==> src/sv/tip_pkg.sv <==
`timescale 1ns / 1ps

package tip_pkg;

   // Fixed widths of the ports.
   localparam int CH_WIDTH       = 8;
   localparam int RADIX_WIDTH    = 6;
   localparam int RESULT_WIDTH   = 64;
   localparam int OFFSET_WIDTH   = 16;
   localparam int WIDE_WIDTH     = 32;
   localparam int CSR_DATA_WIDTH = 32;
   localparam int CSR_ADDR_WIDTH = 3;
   localparam int CSR_WORD_LSB   = 2;

   // Defaults of the top-level parameters.
   localparam int DEF_VALUE_WIDTH = 64;
   localparam int DEF_COUNT_WIDTH = 16;

   // Register word indexes.
   localparam logic REG_RADIX = 1'b0;

   // Radix codes.
   localparam logic [RADIX_WIDTH-1:0] RADIX_AUTO    = 6'd0;
   localparam logic [RADIX_WIDTH-1:0] RADIX_INVALID = 6'd1;
   localparam logic [RADIX_WIDTH-1:0] RADIX_OCTAL   = 6'd8;
   localparam logic [RADIX_WIDTH-1:0] RADIX_DECIMAL = 6'd10;
   localparam logic [RADIX_WIDTH-1:0] RADIX_HEX     = 6'd16;
   localparam logic [RADIX_WIDTH-1:0] RADIX_MAX     = 6'd36;
   localparam logic [RADIX_WIDTH-1:0] NOT_DIGIT     = 6'd63;

   // Character codes.
   localparam logic [CH_WIDTH-1:0] CH_SPACE = 8'h20;
   localparam logic [CH_WIDTH-1:0] CH_TAB   = 8'h09;
   localparam logic [CH_WIDTH-1:0] CH_CR    = 8'h0D;
   localparam logic [CH_WIDTH-1:0] CH_LF    = 8'h0A;
   localparam logic [CH_WIDTH-1:0] CH_PLUS  = 8'h2B;
   localparam logic [CH_WIDTH-1:0] CH_MINUS = 8'h2D;
   localparam logic [CH_WIDTH-1:0] CH_ZERO  = 8'h30;
   localparam logic [CH_WIDTH-1:0] CH_NINE  = 8'h39;
   localparam logic [CH_WIDTH-1:0] CH_LO_A  = 8'h61;
   localparam logic [CH_WIDTH-1:0] CH_LO_Z  = 8'h7A;
   localparam logic [CH_WIDTH-1:0] CH_UP_A  = 8'h41;
   localparam logic [CH_WIDTH-1:0] CH_UP_Z  = 8'h5A;
   localparam logic [CH_WIDTH-1:0] CH_LO_X  = 8'h78;
   localparam logic [CH_WIDTH-1:0] CH_UP_X  = 8'h58;
   localparam logic [CH_WIDTH-1:0] LETTER_BASE = 8'd10;

   typedef enum logic [2:0] {
      PH_IDLE,
      PH_BLANK,
      PH_SIGNED,
      PH_ZERO,
      PH_XSEEN,
      PH_DIGITS
   } phase_type;

   typedef struct packed {
      logic [RESULT_WIDTH-1:0] value;
      logic                    range_error;
      logic [OFFSET_WIDTH-1:0] end_offset;
      logic                    bad_base;
   } result_type;

   // Digit value of a character, case-insensitive; NOT_DIGIT for anything else.
   function automatic logic [RADIX_WIDTH-1:0] digit_of(input logic [CH_WIDTH-1:0] c);
      logic [RADIX_WIDTH-1:0] d;
      d = NOT_DIGIT;
      if (c >= CH_ZERO && c <= CH_NINE) begin
         d = RADIX_WIDTH'(c - CH_ZERO);
      end else if (c >= CH_LO_A && c <= CH_LO_Z) begin
         d = RADIX_WIDTH'(c - CH_LO_A + LETTER_BASE);
      end else if (c >= CH_UP_A && c <= CH_UP_Z) begin
         d = RADIX_WIDTH'(c - CH_UP_A + LETTER_BASE);
      end
      return d;
   endfunction

endpackage

==> src/sv/text_to_integer_parser.sv <==
`timescale 1ns / 1ps
// A result is registered into the result register, or into the skid stage while one waits, at the transfer
// of the character that ends the number (or, for an unsupported radix, of the start character).
// Throughput: one character per cycle while req_ready is high; the limit is the accumulate loop,
// a VALUE_WIDTH by 6 bit multiply, an add and a compare between the accumulator register and itself.
// Reset is synchronous and active high; it clears the radix register, the parser state
// and both result valid flags, so the block comes out of reset idle and waiting for a start.
module text_to_integer_parser
   import tip_pkg::*;
#(
   parameter int VALUE_WIDTH = DEF_VALUE_WIDTH,
   parameter int COUNT_WIDTH = DEF_COUNT_WIDTH
) (
   input  logic                      clock,
   input  logic                      reset,
   // Character input channel.
   input  logic                      req_valid,
   output logic                      req_ready,
   input  logic [CH_WIDTH-1:0]       req_ch,
   input  logic                      req_start_req,
   // Result channel.
   output logic                      rsp_valid,
   input  logic                      rsp_ready,
   output logic [RESULT_WIDTH-1:0]   rsp_result_value,
   output logic                      rsp_range_error,
   output logic [OFFSET_WIDTH-1:0]   rsp_end_offset,
   output logic                      rsp_bad_base,
   // Configuration port.
   input  logic                      psel,
   input  logic                      penable,
   input  logic                      pwrite,
   input  logic [CSR_ADDR_WIDTH-1:0] paddr,
   input  logic [CSR_DATA_WIDTH-1:0] pwdata,
   output logic [CSR_DATA_WIDTH-1:0] prdata,
   output logic                      pready
);

   // The product of the accumulator and a radix, plus one digit, needs this many bits.
   localparam int PROD_WIDTH = VALUE_WIDTH + RADIX_WIDTH + 1;
   // Magnitude of the most negative value; the positive limit is one below it.
   localparam logic [VALUE_WIDTH-1:0] LIMIT = {1'b1, {(VALUE_WIDTH-1){1'b0}}};
   localparam logic [VALUE_WIDTH-1:0] VMAX  = ~LIMIT;
   localparam logic [RESULT_WIDTH-1:0] VMAX_EXT = RESULT_WIDTH'(signed'(VMAX));
   localparam logic [RESULT_WIDTH-1:0] VMIN_EXT = RESULT_WIDTH'(signed'(LIMIT));

   // ------------------------------------------------------------------
   // Configuration register. Software is to write it only while the parser is idle; the
   // block does not enforce this. It is sampled into the active radix on every start character.
   // ------------------------------------------------------------------
   logic [RADIX_WIDTH-1:0] radix_ff;
   logic                   csr_write;
   logic                   csr_hit;

   assign pready    = 1'b1;
   assign csr_hit   = (paddr[CSR_WORD_LSB] == REG_RADIX);
   assign csr_write = psel && penable && pwrite && pready;
   assign prdata    = csr_hit ? CSR_DATA_WIDTH'(radix_ff) : '0;

   always_ff @(posedge clock) begin
      if (reset) begin
         radix_ff <= RADIX_AUTO;
      end else if (csr_write && csr_hit) begin
         radix_ff <= pwdata[RADIX_WIDTH-1:0];
      end
   end

   // ------------------------------------------------------------------
   // Parser state. Every accepted character moves it by one step.
   // ------------------------------------------------------------------
   phase_type              phase_ff, phase_in;
   logic [VALUE_WIDTH-1:0] acc_ff, acc_in;
   logic                   neg_ff, neg_in;
   logic                   ovf_ff, ovf_in;
   logic [RADIX_WIDTH-1:0] act_radix_ff, act_radix_in;
   logic [COUNT_WIDTH-1:0] pos_ff, pos_in;

   logic req_fire;
   assign req_fire = req_valid && req_ready;

   // A start character replaces the stored state with a fresh string.
   phase_type              cur_phase;
   logic [VALUE_WIDTH-1:0] cur_acc;
   logic                   cur_neg;
   logic                   cur_ovf;
   logic [RADIX_WIDTH-1:0] cur_radix;
   logic [COUNT_WIDTH-1:0] cur_pos;
   logic                   start_bad;

   always_comb begin
      cur_phase = phase_ff;
      cur_acc   = acc_ff;
      cur_neg   = neg_ff;
      cur_ovf   = ovf_ff;
      cur_radix = act_radix_ff;
      cur_pos   = pos_ff;
      if (req_start_req) begin
         cur_phase = PH_BLANK;
         cur_acc   = '0;
         cur_neg   = 1'b0;
         cur_ovf   = 1'b0;
         cur_radix = radix_ff;
         cur_pos   = '0;
      end
   end

   assign start_bad = req_start_req && (radix_ff == RADIX_INVALID || radix_ff > RADIX_MAX);

   // Character classification and the saturating position counter.
   logic [RADIX_WIDTH-1:0] digit;
   logic                   is_blank;
   logic                   is_sign;
   logic                   is_x;
   logic [COUNT_WIDTH-1:0] pos_adv;

   assign digit    = digit_of(req_ch);
   assign is_blank = (req_ch == CH_SPACE) || (req_ch == CH_TAB) ||
                     (req_ch == CH_CR) || (req_ch == CH_LF);
   assign is_sign  = (req_ch == CH_PLUS) || (req_ch == CH_MINUS);
   assign is_x     = (req_ch == CH_LO_X) || (req_ch == CH_UP_X);
   assign pos_adv  = (cur_pos == '1) ? cur_pos : cur_pos + 1'b1;

   // Accumulate unit: acc * radix + digit, with an exact check against the
   // magnitude limit. A leading zero in detect mode resolves to octal here.
   logic [RADIX_WIDTH-1:0] mul_radix;
   logic [PROD_WIDTH-1:0]  acc_sum;
   logic                   acc_over;
   logic                   digit_ok;

   assign mul_radix = (cur_phase == PH_ZERO && cur_radix == RADIX_AUTO) ? RADIX_OCTAL
                                                                         : cur_radix;
   assign acc_sum   = PROD_WIDTH'(cur_acc) * PROD_WIDTH'(mul_radix) + PROD_WIDTH'(digit);
   assign acc_over  = acc_sum > PROD_WIDTH'(LIMIT);
   assign digit_ok  = digit < mul_radix;

   // Radix for a first digit: detect mode without a leading zero means decimal.
   logic [RADIX_WIDTH-1:0] lead_radix;
   assign lead_radix = (cur_radix == RADIX_AUTO) ? RADIX_DECIMAL : cur_radix;

   // Next-state logic and the result that a character ends with.
   logic                   do_lead;
   logic                   do_digits;
   logic                   emit;
   logic                   emit_bad;
   logic [VALUE_WIDTH-1:0] emit_mag;
   logic [COUNT_WIDTH-1:0] emit_end;

   always_comb begin
      phase_in     = cur_phase;
      acc_in       = cur_acc;
      neg_in       = cur_neg;
      ovf_in       = cur_ovf;
      act_radix_in = cur_radix;
      pos_in       = cur_pos;
      do_lead      = 1'b0;
      do_digits    = 1'b0;
      emit         = 1'b0;
      emit_bad     = 1'b0;
      emit_mag     = '0;
      emit_end     = '0;

      if (start_bad) begin
         phase_in = PH_IDLE;
         emit     = 1'b1;
         emit_bad = 1'b1;
      end else begin
         case (cur_phase)
            PH_BLANK: begin
               if (is_blank) begin
                  pos_in = pos_adv;
               end else if (is_sign) begin
                  neg_in   = (req_ch == CH_MINUS);
                  phase_in = PH_SIGNED;
                  pos_in   = pos_adv;
               end else begin
                  do_lead = 1'b1;
               end
            end
            PH_SIGNED: begin
               do_lead = 1'b1;
            end
            PH_ZERO: begin
               if (is_x) begin
                  act_radix_in = RADIX_HEX;
                  phase_in     = PH_XSEEN;
                  pos_in       = pos_adv;
               end else begin
                  act_radix_in = mul_radix;
                  acc_in       = '0;
                  phase_in     = PH_DIGITS;
                  do_digits    = 1'b1;
               end
            end
            PH_XSEEN: begin
               if (digit < RADIX_HEX) begin
                  acc_in   = VALUE_WIDTH'(digit);
                  phase_in = PH_DIGITS;
                  pos_in   = pos_adv;
               end else begin
                  // The zero before the x is the only digit.
                  emit     = 1'b1;
                  emit_end = cur_pos - 1'b1;
               end
            end
            PH_DIGITS: begin
               do_digits = 1'b1;
            end
            default: begin
               phase_in = PH_IDLE;
            end
         endcase

         if (do_lead) begin
            if (req_ch == CH_ZERO &&
                (cur_radix == RADIX_AUTO || cur_radix == RADIX_HEX)) begin
               phase_in = PH_ZERO;
               pos_in   = pos_adv;
            end else begin
               act_radix_in = lead_radix;
               if (digit < lead_radix) begin
                  acc_in   = VALUE_WIDTH'(digit);
                  phase_in = PH_DIGITS;
                  pos_in   = pos_adv;
               end else begin
                  emit = 1'b1;
               end
            end
         end

         if (do_digits) begin
            if (digit_ok) begin
               if (!cur_ovf) begin
                  if (acc_over) begin
                     ovf_in = 1'b1;
                  end else begin
                     acc_in = acc_sum[VALUE_WIDTH-1:0];
                  end
               end
               pos_in = pos_adv;
            end else begin
               emit     = 1'b1;
               emit_mag = cur_acc;
               emit_end = cur_pos;
            end
         end

         if (emit) begin
            phase_in = PH_IDLE;
         end
      end
   end

   // Result formatting: clamp to the signed range and sign-extend.
   logic                   res_ovf;
   logic [VALUE_WIDTH-1:0] res_vw;
   logic [WIDE_WIDTH-1:0]  end_wide;
   result_type             res;

   always_comb begin
      res_ovf = cur_ovf || (!cur_neg && emit_mag[VALUE_WIDTH-1]);
      if (res_ovf) begin
         res_vw = cur_neg ? LIMIT : VMAX;
      end else begin
         res_vw = cur_neg ? (~emit_mag + 1'b1) : emit_mag;
      end
      end_wide = WIDE_WIDTH'(emit_end);
      if (emit_bad) begin
         res.value       = '0;
         res.range_error = 1'b0;
         res.end_offset  = '0;
         res.bad_base    = 1'b1;
      end else begin
         res.value       = RESULT_WIDTH'(signed'(res_vw));
         res.range_error = res_ovf;
         res.end_offset  = (end_wide > WIDE_WIDTH'({OFFSET_WIDTH{1'b1}})) ?
                           {OFFSET_WIDTH{1'b1}} : end_wide[OFFSET_WIDTH-1:0];
         res.bad_base    = 1'b0;
      end
   end

   always_ff @(posedge clock) begin
      if (reset) begin
         phase_ff     <= PH_IDLE;
         acc_ff       <= '0;
         neg_ff       <= 1'b0;
         ovf_ff       <= 1'b0;
         act_radix_ff <= RADIX_AUTO;
         pos_ff       <= '0;
      end else if (req_fire) begin
         phase_ff     <= phase_in;
         acc_ff       <= acc_in;
         neg_ff       <= neg_in;
         ovf_ff       <= ovf_in;
         act_radix_ff <= act_radix_in;
         pos_ff       <= pos_in;
      end
   end

   // ------------------------------------------------------------------
   // Result register with a skid stage behind it. The input keeps taking
   // characters while a result waits; only when a second result is parked
   // in the skid stage does req_ready drop.
   // ------------------------------------------------------------------
   logic       rsp_valid_ff, rsp_valid_in;
   logic       skid_valid_ff, skid_valid_in;
   result_type out_ff, out_in;
   result_type skid_ff, skid_in;
   logic       out_take;
   logic       new_res;

   assign out_take = rsp_valid_ff && rsp_ready;
   assign new_res  = req_fire && emit;

   always_comb begin
      rsp_valid_in  = rsp_valid_ff;
      skid_valid_in = skid_valid_ff;
      out_in        = out_ff;
      skid_in       = skid_ff;
      if (skid_valid_ff) begin
         if (out_take) begin
            out_in        = skid_ff;
            skid_valid_in = 1'b0;
         end
      end else if (!rsp_valid_ff || out_take) begin
         rsp_valid_in = new_res;
         if (new_res) begin
            out_in = res;
         end
      end else if (new_res) begin
         skid_valid_in = 1'b1;
         skid_in       = res;
      end
   end

   always_ff @(posedge clock) begin
      if (reset) begin
         rsp_valid_ff  <= 1'b0;
         skid_valid_ff <= 1'b0;
      end else begin
         rsp_valid_ff  <= rsp_valid_in;
         skid_valid_ff <= skid_valid_in;
      end
   end

   always_ff @(posedge clock) begin
      out_ff  <= out_in;
      skid_ff <= skid_in;
   end

   assign req_ready        = !skid_valid_ff;
   assign rsp_valid        = rsp_valid_ff;
   assign rsp_result_value = out_ff.value;
   assign rsp_range_error  = out_ff.range_error;
   assign rsp_end_offset   = out_ff.end_offset;
   assign rsp_bad_base     = out_ff.bad_base;

`ifndef NO_ASSERTIONS
   // The skid stage only fills behind a waiting result.
   a_skid_behind_out: assert property (@(posedge clock) disable iff (reset)
      skid_valid_ff |-> rsp_valid_ff)
      else $error("skid stage holds a result while the result register is empty");

   // An unsupported radix gives an all-zero result apart from the flag.
   a_bad_base_zero: assert property (@(posedge clock) disable iff (reset)
      (rsp_valid && rsp_bad_base) |->
         (rsp_result_value == '0 && !rsp_range_error && rsp_end_offset == '0))
      else $error("bad_base result carries a nonzero field");

   // A range error always comes with a clamped value.
   a_range_clamped: assert property (@(posedge clock) disable iff (reset)
      (rsp_valid && rsp_range_error) |->
         (rsp_result_value == VMAX_EXT || rsp_result_value == VMIN_EXT))
      else $error("range error without a saturated value");

   // A start with an unsupported radix leaves the parser idle.
   a_bad_start_idle: assert property (@(posedge clock) disable iff (reset)
      (req_fire && req_start_req && (radix_ff == RADIX_INVALID || radix_ff > RADIX_MAX))
         |=> (phase_ff == PH_IDLE))
      else $error("parser left idle after a start with an unsupported radix");

   // Overflow can only have happened while taking digits.
   a_ovf_phase: assert property (@(posedge clock) disable iff (reset)
      ovf_ff |-> (phase_ff == PH_DIGITS || phase_ff == PH_IDLE))
      else $error("overflow flag set outside of the digit phase");
`endif

endmodule

==> config.mk <==
export PLATFORM = sky130hd
export DESIGN_NAME = text_to_integer_parser
export DESIGN_NICKNAME = d
export VERILOG_FILES = /design/src/sv/tip_pkg.sv /design/src/sv/text_to_integer_parser.sv
export SDC_FILE = /design/constraint.sdc
export NUM_CORES = 2
export LEC_CHECK = 0
export BUFFER_PORTS_ARGS = -buffer_cell sky130_fd_sc_hd__clkbuf_2
export CORE_ASPECT_RATIO = 1.5
export CORE_MARGIN = 5
export CORE_UTILIZATION = 57
export CTS_CLUSTER_DIAMETER = 150
export CTS_CLUSTER_SIZE = 30
export DETAILED_ROUTE_END_ITERATION = 6
export GPL_TIMING_DRIVEN = 0
export PLACE_DENSITY = 0.75
export REMOVE_ABC_BUFFERS = 1
export SLEW_MARGIN = 20
export SYNTH_ARGS = -nofsm -noshare
export SYNTH_HDL_FRONTEND = slang
export SYNTH_SLANG_ARGS = --single-unit
==> constraint.sdc <==
create_clock -name clock -period 14 [get_ports clock]
set_clock_uncertainty 0.15 [all_clocks]
set_input_delay 2.8 -clock clock [delete_from_list [all_inputs] [get_ports clock]]
set_output_delay 2.8 -clock clock [all_outputs]
set_load 0.01 [all_outputs]
==> flow_metrics.env <==
export IMPL_status="finished, final reports clean"
export IMPL_rsz0062_at_grt="no"
export IMPL_grt_usage_pct=33.07
export IMPL_power_density_nw_per_um2=50.57
export IMPL_vias=25340
export IMPL_ir_drop_v=0.0001075
export IMPL_areaGrowthSynthToFinish_pct=4.797
export IMPL_nets=3655
export IMPL_ys_types=99
export IMPL_p_total_mw=1.511
export IMPL_wl_per_cell_um=23.90
export IMPL_arrival_ps=14070
export IMPL_core_area_sq_um=49550
export IMPL_period_share_pct=98.53
export IMPL_timing_hold_ws_ps=323.0
export IMPL_htreeDepth=1
export IMPL_synth_ff_type="edfxtp_1"
export IMPL_die_w_um=192.6
export IMPL_seq_area_frac_synth_pct=24.23
export IMPL_setup_tns_ps=0
export IMPL_routed_wl_um=91960
export IMPL_die_y_um=283.9
export IMPL_ctsHoldBuffers=0
export IMPL_place_gp_congestion=1.049
export IMPL_synth_edff_count=164
export IMPL_drive_above_1_share_pct=8.477
export IMPL_period_needed_ps=13790
export IMPL_setup_violations=0
export IMPL_drv_slew=0
export IMPL_p_leak_nw=13.41
export IMPL_worst_setup_path_end_kind="flip-flop"
export IMPL_cts_root_buf="clkbuf_16"
export IMPL_crit_slowest_cell="nor4_1"
export IMPL_critPathMaxStageDelay_ps=820
export IMPL_cts_sinks=263
export IMPL_criticalPathCategory="primary input to flip-flop"
export IMPL_syn_inst=3260
export IMPL_finalHoldViolCount=0
export IMPL_via_per_inst=6.585
export IMPL_synth_area_per_cell_sq_um=8.745
export IMPL_grt_pass1_vias=25550
export IMPL_place_ws_ps=133.5
export IMPL_first_pass_iters=6
export IMPL_ys_ff_latch=263
export IMPL_synth_warnings=0
export IMPL_drc=0
export IMPL_cts_setup_buffers=0
export IMPL_cts_buffers=12
export IMPL_path_clk_slew_ps=130
export IMPL_diodes=0
export IMPL_dp_hpwl_um=72240
export IMPL_cts_buffer_depth=3
export IMPL_final_cell_mix="nor2_1, nand2_1, fa_1, a21oi_1, and2_1"
export IMPL_rows=100
export IMPL_post_cts_resized=0
export IMPL_fin_ws_ps=205.3
export IMPL_grt_pass1_wl_um=144000
export IMPL_start_kind="primary input"
export IMPL_slew_limit_headroom_pct=24.49
export IMPL_syn_area_sq_um=28510
export IMPL_die_area_sq_um=54680
export IMPL_io_buffers=112
export IMPL_max_cap_viol_count=0
export IMPL_cp_required_ps=14280
export IMPL_tightest_slew_ps=1128
export IMPL_path_max_fanout=90
export IMPL_async_flop_share_pct=0
export IMPL_antenna_found_initial=1
export IMPL_hold_class="flip-flop to flip-flop"
export IMPL_ant_nets=0
export IMPL_drt_iter0_markers=2264
export IMPL_ios=168
export IMPL_final_common_cell="nor2_1"
export IMPL_grt_ovfl_total=0
export IMPL_grt_max_degree=106
export IMPL_insertion_delay_ps=530
export IMPL_cts_tree="yes"
export IMPL_initial_core_util_pct=57.54
export IMPL_fmax_mhz=72.49
worst max-delay path, delay by kind of cell:
kind                     cells  cell delay (ps)
AO/OA/AOI/OAI                9             3190
XOR/XNOR                     1              180
adder cells (fa/ha/maj)      5             2250
buffers and inverters        7             1790
AND/OR/NAND/NOR             10             3540
stage by stage:
stage | area [sq um] | utilization (%) | cells
floorplan | 27440 | - | 3026
CTS | 29870 | 60.29 | 3848
global route | 29880 | 60.30 | 3848
finish | 29880 | 60.30 | 3848
detailed placement | 29520 | 59.57 | 3828
global placement | 28830 | 58.18 | 3801
cells by family after synthesis:
family	synth area share, %
AND/OR/NAND/NOR	22.09
AO/OA/AOI/OAI	17.53
adder cells (fa/ha/maj)	25.29
buffers and inverters	5.719
flip-flops	24.23
XOR/XNOR	3.011
multiplexers	2.107
other	0.02634
metal layers:
layer	global-route usage, %	part of all wire, %
met5	0	0.020
met4	19.00	7.3
met3	4.479	7.5
met2	55.47	48
met1	40.46	37
sequential cells by signal, indices dropped and copies added (netlist names), 3 cells and up:
name	flops
phase_ff	3
acc_ff	64
skid_ff	82
radix_ff	6
act_radix_ff	6
rsp_end_offset	16
pos_ff	16
rsp_result_value	64
final cells by class:
class / count / area [sq um]
multi-input combinational: 2639 / 20190
fill: 4320 / 19670
sequential: 263 / 6910
timing repair buffer: 139 / 1116
tap: 663 / 829.5
inverter: 124 / 471.7
clock buffer: 19 / 347.8
clock inverter: 1 / 8.758
final timing paths:
path | depth (start not counted) | from | endpoint | slack, ps
max | 32 | req_start_req | acc_ff[49]$_SDFFE_PP0P_ | 210
min reg2reg | 2 | act_radix_ff[3]$_SDFFE_PP0P_ | act_radix_ff[3]$_SDFFE_PP0P_ | 320
min | 2 | act_radix_ff[3]$_SDFFE_PP0P_ | act_radix_ff[3]$_SDFFE_PP0P_ | 320
max reg2reg | 30 | act_radix_ff[1]$_SDFFE_PP0P_ | acc_ff[49]$_SDFFE_PP0P_ | 2460
cell usage after synthesis, types with 48 or more instances:
master,number,area [sq um]
nor3_1,72,360.4
edfxtp_1,164,4925
nor2_1,330,1239
fa_1,252,5045
o21ai_0,181,905.9
nand3_1,49,245.2
clkbuf_1,166,623.1
nand2_1,287,1077
and2_1,202,1264
xnor2_1,51,446.7
dfxtp_1,99,1982
ha_1,173,2165
inv_1,123,461.7
a22o_1,48,420.4
a21oi_1,227,1136
and3_1,97,606.8
report_power, final:
part | internal (mW) | switching [mW]
combinational | 0.0697 | 0.148
sequential | 0.848 | 0.0133
clock | 0.177 | 0.256
Note: power is estimated with default switching activity, not from simulation.
